--- src/rtl/dqs_pkg.sv ---
// Shared types and codes for the deque-with-search block.
`default_nettype none

package dqs_pkg;

    // Input action codes
    localparam logic [2:0] ACT_PUSH_FRONT = 3'd0;
    localparam logic [2:0] ACT_PUSH_BACK  = 3'd1;
    localparam logic [2:0] ACT_POP_FRONT  = 3'd2;
    localparam logic [2:0] ACT_POP_BACK   = 3'd3;
    localparam logic [2:0] ACT_SEARCH     = 3'd4;
    localparam logic [2:0] ACT_DUMP_FWD   = 3'd5;
    localparam logic [2:0] ACT_DUMP_REV   = 3'd6;

    // Result status codes
    localparam logic [1:0] ST_OK        = 2'd0;
    localparam logic [1:0] ST_EMPTY     = 2'd1;
    localparam logic [1:0] ST_FULL      = 2'd2;
    localparam logic [1:0] ST_NOT_FOUND = 2'd3;

    // Command queue between front and back
    localparam int CMDQ_DEPTH = 2;
    localparam int CMDQ_PTR_W = 1;
    localparam int CMDQ_CNT_W = 2;

    typedef enum logic [2:0] {
        OP_PUSH_FRONT,
        OP_PUSH_BACK,
        OP_POP_FRONT,
        OP_POP_BACK,
        OP_SEARCH,
        OP_DUMP_FWD,
        OP_DUMP_REV
    } op_t;

    typedef struct packed {
        op_t                op;
        logic signed [31:0] value;
    } cmd_t;

    typedef enum logic [1:0] {
        B_IDLE,
        B_POP,
        B_SCAN,
        B_DUMP
    } back_state_t;

endpackage

`default_nettype wire

--- src/rtl/dqs_front.sv ---
// Front end: takes items and turns action codes into queued commands.
`default_nettype none

module dqs_front
    import dqs_pkg::*;
(
    input  wire logic               start,
    input  wire logic [2:0]         action,
    input  wire logic signed [31:0] value,
    input  wire logic               q_full,
    output      logic               push,
    output      cmd_t               cmd
);

    logic known;

    always_comb
    begin
        known  = 1'b1;
        cmd.op = OP_PUSH_FRONT;
        unique case (action)
            ACT_PUSH_FRONT: cmd.op = OP_PUSH_FRONT;
            ACT_PUSH_BACK:  cmd.op = OP_PUSH_BACK;
            ACT_POP_FRONT:  cmd.op = OP_POP_FRONT;
            ACT_POP_BACK:   cmd.op = OP_POP_BACK;
            ACT_SEARCH:     cmd.op = OP_SEARCH;
            ACT_DUMP_FWD:   cmd.op = OP_DUMP_FWD;
            ACT_DUMP_REV:   cmd.op = OP_DUMP_REV;
            default:        known  = 1'b0;  // spare code: accepted, dropped
        endcase
        cmd.value = value;
        push      = start && !q_full && known;
    end

endmodule

`default_nettype wire

--- src/rtl/dqs_cmdq.sv ---
// Two-entry command queue between front end and back end.
`default_nettype none

module dqs_cmdq
    import dqs_pkg::*;
(
    input  wire logic clk,
    input  wire logic rst_n,
    input  wire logic push,
    input  wire cmd_t cmd_in,
    input  wire logic pop,
    output      cmd_t cmd_out,
    output      logic cmd_valid,
    output      logic full
);

    cmd_t                  entry_reg [CMDQ_DEPTH];
    logic [CMDQ_PTR_W-1:0] wr_ptr_reg, wr_ptr_next;
    logic [CMDQ_PTR_W-1:0] rd_ptr_reg, rd_ptr_next;
    logic [CMDQ_CNT_W-1:0] fill_reg, fill_next;

    always_comb
    begin
        wr_ptr_next = push ? wr_ptr_reg + 1'b1 : wr_ptr_reg;
        rd_ptr_next = pop  ? rd_ptr_reg + 1'b1 : rd_ptr_reg;
        fill_next   = fill_reg + CMDQ_CNT_W'(push) - CMDQ_CNT_W'(pop);
    end

    always_ff @(posedge clk or negedge rst_n)
    begin
        if (!rst_n)
        begin
            wr_ptr_reg <= '0;
            rd_ptr_reg <= '0;
            fill_reg   <= '0;
        end
        else
        begin
            wr_ptr_reg <= wr_ptr_next;
            rd_ptr_reg <= rd_ptr_next;
            fill_reg   <= fill_next;
        end
    end

    always_ff @(posedge clk)
    begin
        if (push)
        begin
            entry_reg[wr_ptr_reg] <= cmd_in;
        end
    end

    assign cmd_out   = entry_reg[rd_ptr_reg];
    assign cmd_valid = (fill_reg != '0);
    assign full      = (fill_reg == CMDQ_CNT_W'(CMDQ_DEPTH));

endmodule

`default_nettype wire

--- src/rtl/dqs_back.sv ---
// Back end: ring store, pointers and the sequencer that runs each command.
`default_nettype none

module dqs_back
    import dqs_pkg::*;
#(
    parameter int DEPTH = 16,
    parameter int IDX_W = $clog2(DEPTH),
    parameter int CNT_W = $clog2(DEPTH + 1)
)
(
    input  wire logic               clk,
    input  wire logic               rst_n,
    input  wire logic               cmd_valid,
    input  wire cmd_t               cmd,
    output      logic               cmd_pop,
    output      logic               done,
    output      logic [1:0]         status,
    output      logic [CNT_W-1:0]   position,
    output      logic signed [31:0] item,
    output      logic               last
);

    logic signed [31:0] mem [DEPTH];
    logic signed [31:0] rd_data_reg;
    logic [IDX_W-1:0]   rd_addr;
    logic [IDX_W-1:0]   wr_addr;
    logic               wr_en;

    back_state_t        state_reg, state_next;
    logic [IDX_W-1:0]   front_reg, front_next;
    logic [CNT_W-1:0]   count_reg, count_next;
    logic [CNT_W-1:0]   idx_reg, idx_next;
    logic               fwd_reg, fwd_next;
    logic signed [31:0] key_reg, key_next;

    logic               done_reg, done_next;
    logic [1:0]         status_reg, status_next;
    logic [CNT_W-1:0]   position_reg, position_next;
    logic signed [31:0] item_reg, item_next;
    logic               last_reg, last_next;

    logic [CNT_W-1:0]   idx_inc;

    // ring slot at a given offset from the front
    function automatic logic [IDX_W-1:0] slot(input logic [IDX_W-1:0] base,
                                             input logic [CNT_W-1:0] off);
        logic [CNT_W:0] sum;
        sum = (CNT_W+1)'(base) + (CNT_W+1)'(off);
        if (sum >= (CNT_W+1)'(DEPTH))
        begin
            sum = sum - (CNT_W+1)'(DEPTH);
        end
        return sum[IDX_W-1:0];
    endfunction

    assign idx_inc = idx_reg + 1'b1;

    always_comb
    begin
        state_next    = state_reg;
        front_next    = front_reg;
        count_next    = count_reg;
        idx_next      = idx_reg;
        fwd_next      = fwd_reg;
        key_next      = key_reg;
        done_next     = 1'b0;
        status_next   = ST_OK;
        position_next = '0;
        item_next     = '0;
        last_next     = 1'b1;
        wr_en         = 1'b0;
        wr_addr       = slot(front_reg, count_reg);
        rd_addr       = front_reg;
        cmd_pop       = 1'b0;

        unique case (state_reg)
            B_IDLE:
            begin
                if (cmd_valid)
                begin
                    cmd_pop = 1'b1;
                    case (cmd.op)
                        OP_PUSH_FRONT, OP_PUSH_BACK:
                        begin
                            done_next = 1'b1;
                            if (count_reg == CNT_W'(DEPTH))
                            begin
                                status_next = ST_FULL;
                            end
                            else
                            begin
                                wr_en      = 1'b1;
                                count_next = count_reg + 1'b1;
                                if (cmd.op == OP_PUSH_FRONT)
                                begin
                                    front_next = (front_reg == '0) ? IDX_W'(DEPTH - 1)
                                                                   : front_reg - 1'b1;
                                    wr_addr    = front_next;
                                end
                            end
                        end
                        OP_POP_FRONT, OP_POP_BACK:
                        begin
                            if (count_reg == '0)
                            begin
                                done_next   = 1'b1;
                                status_next = ST_EMPTY;
                            end
                            else
                            begin
                                count_next = count_reg - 1'b1;
                                state_next = B_POP;
                                if (cmd.op == OP_POP_FRONT)
                                begin
                                    rd_addr    = front_reg;
                                    front_next = slot(front_reg, CNT_W'(1));
                                end
                                else
                                begin
                                    rd_addr = slot(front_reg, count_reg - 1'b1);
                                end
                            end
                        end
                        OP_SEARCH:
                        begin
                            if (count_reg == '0)
                            begin
                                done_next   = 1'b1;
                                status_next = ST_NOT_FOUND;
                            end
                            else
                            begin
                                rd_addr    = front_reg;
                                idx_next   = '0;
                                key_next   = cmd.value;
                                state_next = B_SCAN;
                            end
                        end
                        OP_DUMP_FWD, OP_DUMP_REV:
                        begin
                            if (count_reg == '0)
                            begin
                                done_next   = 1'b1;
                                status_next = ST_EMPTY;
                            end
                            else
                            begin
                                fwd_next   = (cmd.op == OP_DUMP_FWD);
                                idx_next   = '0;
                                rd_addr    = (cmd.op == OP_DUMP_FWD)
                                           ? front_reg
                                           : slot(front_reg, count_reg - 1'b1);
                                state_next = B_DUMP;
                            end
                        end
                        default:
                        begin
                        end
                    endcase
                end
            end
            B_POP:
            begin
                done_next  = 1'b1;
                item_next  = rd_data_reg;
                state_next = B_IDLE;
            end
            B_SCAN:
            begin
                // rd_data_reg holds the entry at offset idx_reg
                rd_addr = slot(front_reg, idx_inc);
                if (rd_data_reg == key_reg)
                begin
                    done_next     = 1'b1;
                    position_next = idx_inc;
                    state_next    = B_IDLE;
                end
                else if (idx_inc == count_reg)
                begin
                    done_next   = 1'b1;
                    status_next = ST_NOT_FOUND;
                    state_next  = B_IDLE;
                end
                else
                begin
                    idx_next = idx_inc;
                end
            end
            B_DUMP:
            begin
                done_next = 1'b1;
                item_next = rd_data_reg;
                last_next = (idx_inc == count_reg);
                rd_addr   = fwd_reg ? slot(front_reg, idx_inc)
                                    : slot(front_reg, count_reg - idx_reg - CNT_W'(2));
                if (idx_inc == count_reg)
                begin
                    state_next = B_IDLE;
                end
                else
                begin
                    idx_next = idx_inc;
                end
            end
            default:
            begin
                state_next = B_IDLE;
            end
        endcase
    end

    always_ff @(posedge clk or negedge rst_n)
    begin
        if (!rst_n)
        begin
            state_reg <= B_IDLE;
            front_reg <= '0;
            count_reg <= '0;
            idx_reg   <= '0;
            fwd_reg   <= 1'b0;
            done_reg  <= 1'b0;
        end
        else
        begin
            state_reg <= state_next;
            front_reg <= front_next;
            count_reg <= count_next;
            idx_reg   <= idx_next;
            fwd_reg   <= fwd_next;
            done_reg  <= done_next;
        end
    end

    always_ff @(posedge clk)
    begin
        key_reg      <= key_next;
        status_reg   <= status_next;
        position_reg <= position_next;
        item_reg     <= item_next;
        last_reg     <= last_next;
    end

    // ring store: one write port, one registered read port
    always_ff @(posedge clk)
    begin
        if (wr_en)
        begin
            mem[wr_addr] <= cmd.value;
        end
        rd_data_reg <= mem[rd_addr];
    end

    assign done     = done_reg;
    assign status   = status_reg;
    assign position = position_reg;
    assign item     = item_reg;
    assign last     = last_reg;

endmodule

`default_nettype wire

--- src/rtl/deque_with_search_unit.sv ---
// Top level of the bounded deque with search and dump.
`default_nettype none

// Bounded double-ended queue of signed 32-bit values held in a DEPTH-word
// ring store, with search and dump.
//
// Command channel: an item (action, value) is taken at a rising edge where
// start is high and busy is low. Spare action code 7 is taken and dropped.
// Result channel: each result sits on status/position/item/last for one
// cycle, flagged by done. The receiver cannot stall; every result must be
// taken on the cycle it appears. last marks the final result of an item.
//
// Items pass through a two-entry command queue; busy is high while it is
// full. The back-end sequencer then runs one command at a time:
//   push        written to the ring store from the idle state
//   pop         registered read of the ring store, then the pop state
//   search      walks entries from the front until the first match
//   dump        walks every entry, one result per cycle, back to back
// An item's result is registered; pops, searches and dumps on a non-empty deque
// add a registered read of the ring store before it. Throughput is set by the
// single read port of the ring store, which search and dump walk one entry a cycle.
// Reset clears pointers, count and queue; the store keeps stale data, never read.

module deque_with_search_unit
    import dqs_pkg::*;
#(
    parameter int DEPTH = 16
)
(
    input  wire logic                         clk,
    input  wire logic                         rst_n,
    input  wire logic                         start,
    output      logic                         busy,
    input  wire logic [2:0]                   action,
    input  wire logic signed [31:0]           value,
    output      logic                         done,
    output      logic [1:0]                   status,
    output      logic [$clog2(DEPTH + 1)-1:0] position,
    output      logic signed [31:0]           item,
    output      logic                         last
);

    localparam int POS_W = $clog2(DEPTH + 1);

    cmd_t front_cmd;
    cmd_t back_cmd;
    logic front_push;
    logic q_full;
    logic q_valid;
    logic back_pop;

    // classify incoming items
    dqs_front u_front (
        .start  (start),
        .action (action),
        .value  (value),
        .q_full (q_full),
        .push   (front_push),
        .cmd    (front_cmd)
    );

    // decouples accept from execution
    dqs_cmdq u_cmdq (
        .clk       (clk),
        .rst_n     (rst_n),
        .push      (front_push),
        .cmd_in    (front_cmd),
        .pop       (back_pop),
        .cmd_out   (back_cmd),
        .cmd_valid (q_valid),
        .full      (q_full)
    );

    // store, pointers and sequencer
    dqs_back #(
        .DEPTH (DEPTH),
        .CNT_W (POS_W)
    ) u_back (
        .clk       (clk),
        .rst_n     (rst_n),
        .cmd_valid (q_valid),
        .cmd       (back_cmd),
        .cmd_pop   (back_pop),
        .done      (done),
        .status    (status),
        .position  (position),
        .item      (item),
        .last      (last)
    );

    assign busy = q_full;

`ifndef SYNTH
    // a match position is only reported with an ok status
    a_pos_ok: assert property (@(posedge clk) disable iff (!rst_n)
        (done && position != '0) |-> (status == ST_OK && item == '0))
        else $error("position set on non-ok result");

    // error results always end their item
    a_err_last: assert property (@(posedge clk) disable iff (!rst_n)
        (done && status != ST_OK) |-> last)
        else $error("error result without last");

    // dump results come back to back until last
    a_dump_run: assert property (@(posedge clk) disable iff (!rst_n)
        (done && !last) |=> done)
        else $error("gap inside a dump");

    // queue only fills up after an item was taken
    a_busy_cause: assert property (@(posedge clk) disable iff (!rst_n)
        $rose(busy) |-> $past(start && !busy))
        else $error("busy rose without an accepted item");
`endif

endmodule

`default_nettype wire
--- config.mk ---
export PLATFORM = sky130hd
export DESIGN_NAME = deque_with_search_unit
export DESIGN_NICKNAME = d
export VERILOG_FILES = /design/src/rtl/dqs_pkg.sv /design/src/rtl/dqs_front.sv /design/src/rtl/dqs_cmdq.sv /design/src/rtl/dqs_back.sv /design/src/rtl/deque_with_search_unit.sv
export SDC_FILE = /design/constraint.sdc
export NUM_CORES = 1
export LEC_CHECK = 0
export BUFFER_PORTS_ARGS = -buffer_cell sky130_fd_sc_hd__buf_4
export CAP_MARGIN = 20
export CORE_MARGIN = 4
export CORE_UTILIZATION = 45
export DETAILED_ROUTE_END_ITERATION = 8
export SLEW_MARGIN = 20
export SYNTH_ARGS = -nofsm -noshare
export SYNTH_HDL_FRONTEND = slang
export SYNTH_HIERARCHICAL = 1
export SYNTH_SLANG_ARGS = --single-unit
--- constraint.sdc ---
create_clock -name clk -period 15.4 [get_ports clk]
set_clock_uncertainty 0.05 [all_clocks]
set_input_delay 0 -clock clk [delete_from_list [all_inputs] [get_ports clk]]
set_output_delay 0 -clock clk [all_outputs]
set_load 0.005 [all_outputs]
==> out/metrics.csv <==
metric,value,unit
I/O Buffers,79,
syn_nets,1815,
routability cong.,0.808,
outcome,"complete, no violations",
Post-Synthesis Cells,1748,
Worst Hold Class,input port to register,
Post-synth top flop,edfxtp_1,
via count,15000,
Clock Pin Slew Worst Setup and Hold Paths,0.06,ns
post-DP HPWL,31800,um
Clock Path Buffers,3,
sequential area share after synthesis,70.8,%
Yosys reg bits,708,
share of the synthesized area in the top cell type,63.9,%
Antenna diodes,0,
DR iter-0 viols,1043,
Setup crit end kind,register,
antenna-violating nets left,0,
Netlist cell types,60,
"top cells by area, synth","edfxtp_1, mux2i_1, dfxtp_1",
asr flop ratio synth,3.11,%
drt wl/cell,23.5,um
Synth Cell Area,28900,um^2
kind of critical path,register to register,
Slew @ Worst Pin,1.31,ns
Die Span Y,261,um
P&R area growth vs syn,14.3,%
# hold bufs at CTS,40,
period utilisation layout,35.2,%
post-cts sizing count,0,
Fin. Hold Viols,0,
max cap viols,0,
drc violations,0,
# fillers,5211,
Site Rows,92,
vias in the first global route,15200,
largest net degree at the start of global routing,146,
crit path max fanout,145,
most common cell in the netlist,edfxtp_1,
core footprint,63300,um^2
CTS tree,built,
synth cell count leaders,"edfxtp_1, mux2i_1, nand3_1",
fmax,0.184,GHz
share of cells above drive strength 1,15.1,%
Worst Path Required,15.83,ns
die area,68300,um^2
max reg flops,512,
critical path startpoint category,register,
TNS Setup,0,ns
TritonCTS Buffers,73,
final layout net count,1917,
starting density of the core,45.6,%
Die W,261,um
initial antenna violation count,0,
Global Route Usage Sum,19.0,%
Final Routed Wirelength,64600,um
average cell area after synthesis,16.5,um^2
Pins Over Slew Limit,0,
GR Overflow Total,0,
first-pass GRT wire length,95500,um
"Data arrival, critical path",5.85,ns
Post-CTS Setup Bufs,0,
Worst slew margin,12.7,%
yosys warns,6,
CTS Sinks,708,
DRT Pass-1 Iters,6,
clock latency on the worst-skew pair,0.62,ns
RSZ-0062 raised after global routing,false,
CTS root buf,clkbuf_16,
I/O Pins,80,
Vias/cell,5.45,
setup violators final,0,
"area leader, netlist",edfxtp_1,
Post-synth EDFFs,614,
crit path time final,5.43,ns
Clock H-tree levels,3,
[layout by cell type, fill, tap and decap left out, types with 14 or more instances in the layout]
| cell | n |
|---|---|
| clkbuf_1 | 22 |
| ha_1 | 24 |
| dfrtp_1 | 20 |
| dfxtp_1 | 72 |
| mux2i_1 | 390 |
| clkbuf_16 | 73 |
| nand3_1 | 135 |
| a21oi_1 | 17 |
| nand2_1 | 31 |
| nor2_4 | 16 |
| xor2_1 | 14 |
| nand4_1 | 42 |
| nor2_1 | 15 |
| edfxtp_1 | 614 |
| xnor2_1 | 49 |
| inv_1 | 25 |
| mux2_4 | 29 |
| buf_4 | 104 |
| and2_1 | 32 |
| dlygate4sd3_1 | 39 |
[layer usage]
layer  vias up  part of all wire (%)  global-route usage (%)
met5         -                     0                       0
met4         0                   2.0                    5.47
met3        83                   5.3                    3.27
met2       386                    49                    31.2
met1      7705                    44                    26.3
li1       6839                     -                       -
[stage by stage]
step	util (%)	worst slack [ns]	cells	hold slack [ns]	instance area (um^2)
floorplan	-	10.36	1748	-0.346	28900
global placement	47.6	10.17	2581	-0.122	30200
detailed placement	47.6	10.02	2581	-0.119	30200
CTS	52.1	9.99	2756	0.0235	33000
global route	52.1	9.77	2756	0.0415	33000
finish	52.1	9.97	2756	0.0575	33000
[kinds of logic (layout without fill, tap and decap cells)]
logic type / count (synthesis) / in the layout / synth area share, %
compound gates: 64 / 64 / 1.55
xor+xnor: 67 / 67 / 2.21
fa+ha+maj: 29 / 29 / 1.39
buf+inv: 145 / 307 / 3.09
flops: 708 / 708 / 70.8
mux: 428 / 428 / 15.4
simple gates: 307 / 307 / 5.63
[critical path: stages (launching register included)]
cell      delay [ns]
dfrtp_2         0.63
buf_4           0.58
mux2_2          0.51
xnor2_1         0.21
or4_1           0.54
a311oi_4        0.36
buf_12          0.61
buf_12          0.63
mux2i_1         0.28
mux2i_1         0.12
nand3_1         0.14
nand4_1         0.10
[area by class of cell]
type	instances	area [um^2]	area share (%)
Sequential cell	708	20400	61.9
Multi-Input combinational cell	895	7730	23.4
Clock buffer	104	2030	6.16
Timing Repair Buffer	147	1250	3.79
Tap cell	846	1060	3.21
Clock inverter	31	403	1.22
Inverter	25	93.8	0.284
[path summary, 6_finish.rpt]
path                       slack, ns                            from                               end  cells after the start
max                             9.97   u_cmdq/rd_ptr_reg$_DFFE_PN0P_    u_back/rd_data_reg[29]$_DFF_P_                     11
max reg2reg                     9.97   u_cmdq/rd_ptr_reg$_DFFE_PN0P_    u_back/rd_data_reg[29]$_DFF_P_                     11
min in group asynchronous       0.39                           rst_n     u_cmdq/rd_ptr_reg$_DFFE_PN0P_                      4
max in group asynchronous      14.74                           rst_n   u_back/state_reg[0]$_DFFE_PN0P_                      4
min                             0.06                        value[5]  u_cmdq/entry_reg[1][5]$_DFFE_PP_                      2
min reg2reg                     0.47  u_back/rd_data_reg[23]$_DFF_P_        u_back/item[23]$_SDFF_PN0_                      1
Power is not shown: default switching activity piles up to over one toggle a cycle in this logic, so the estimate is an artifact.
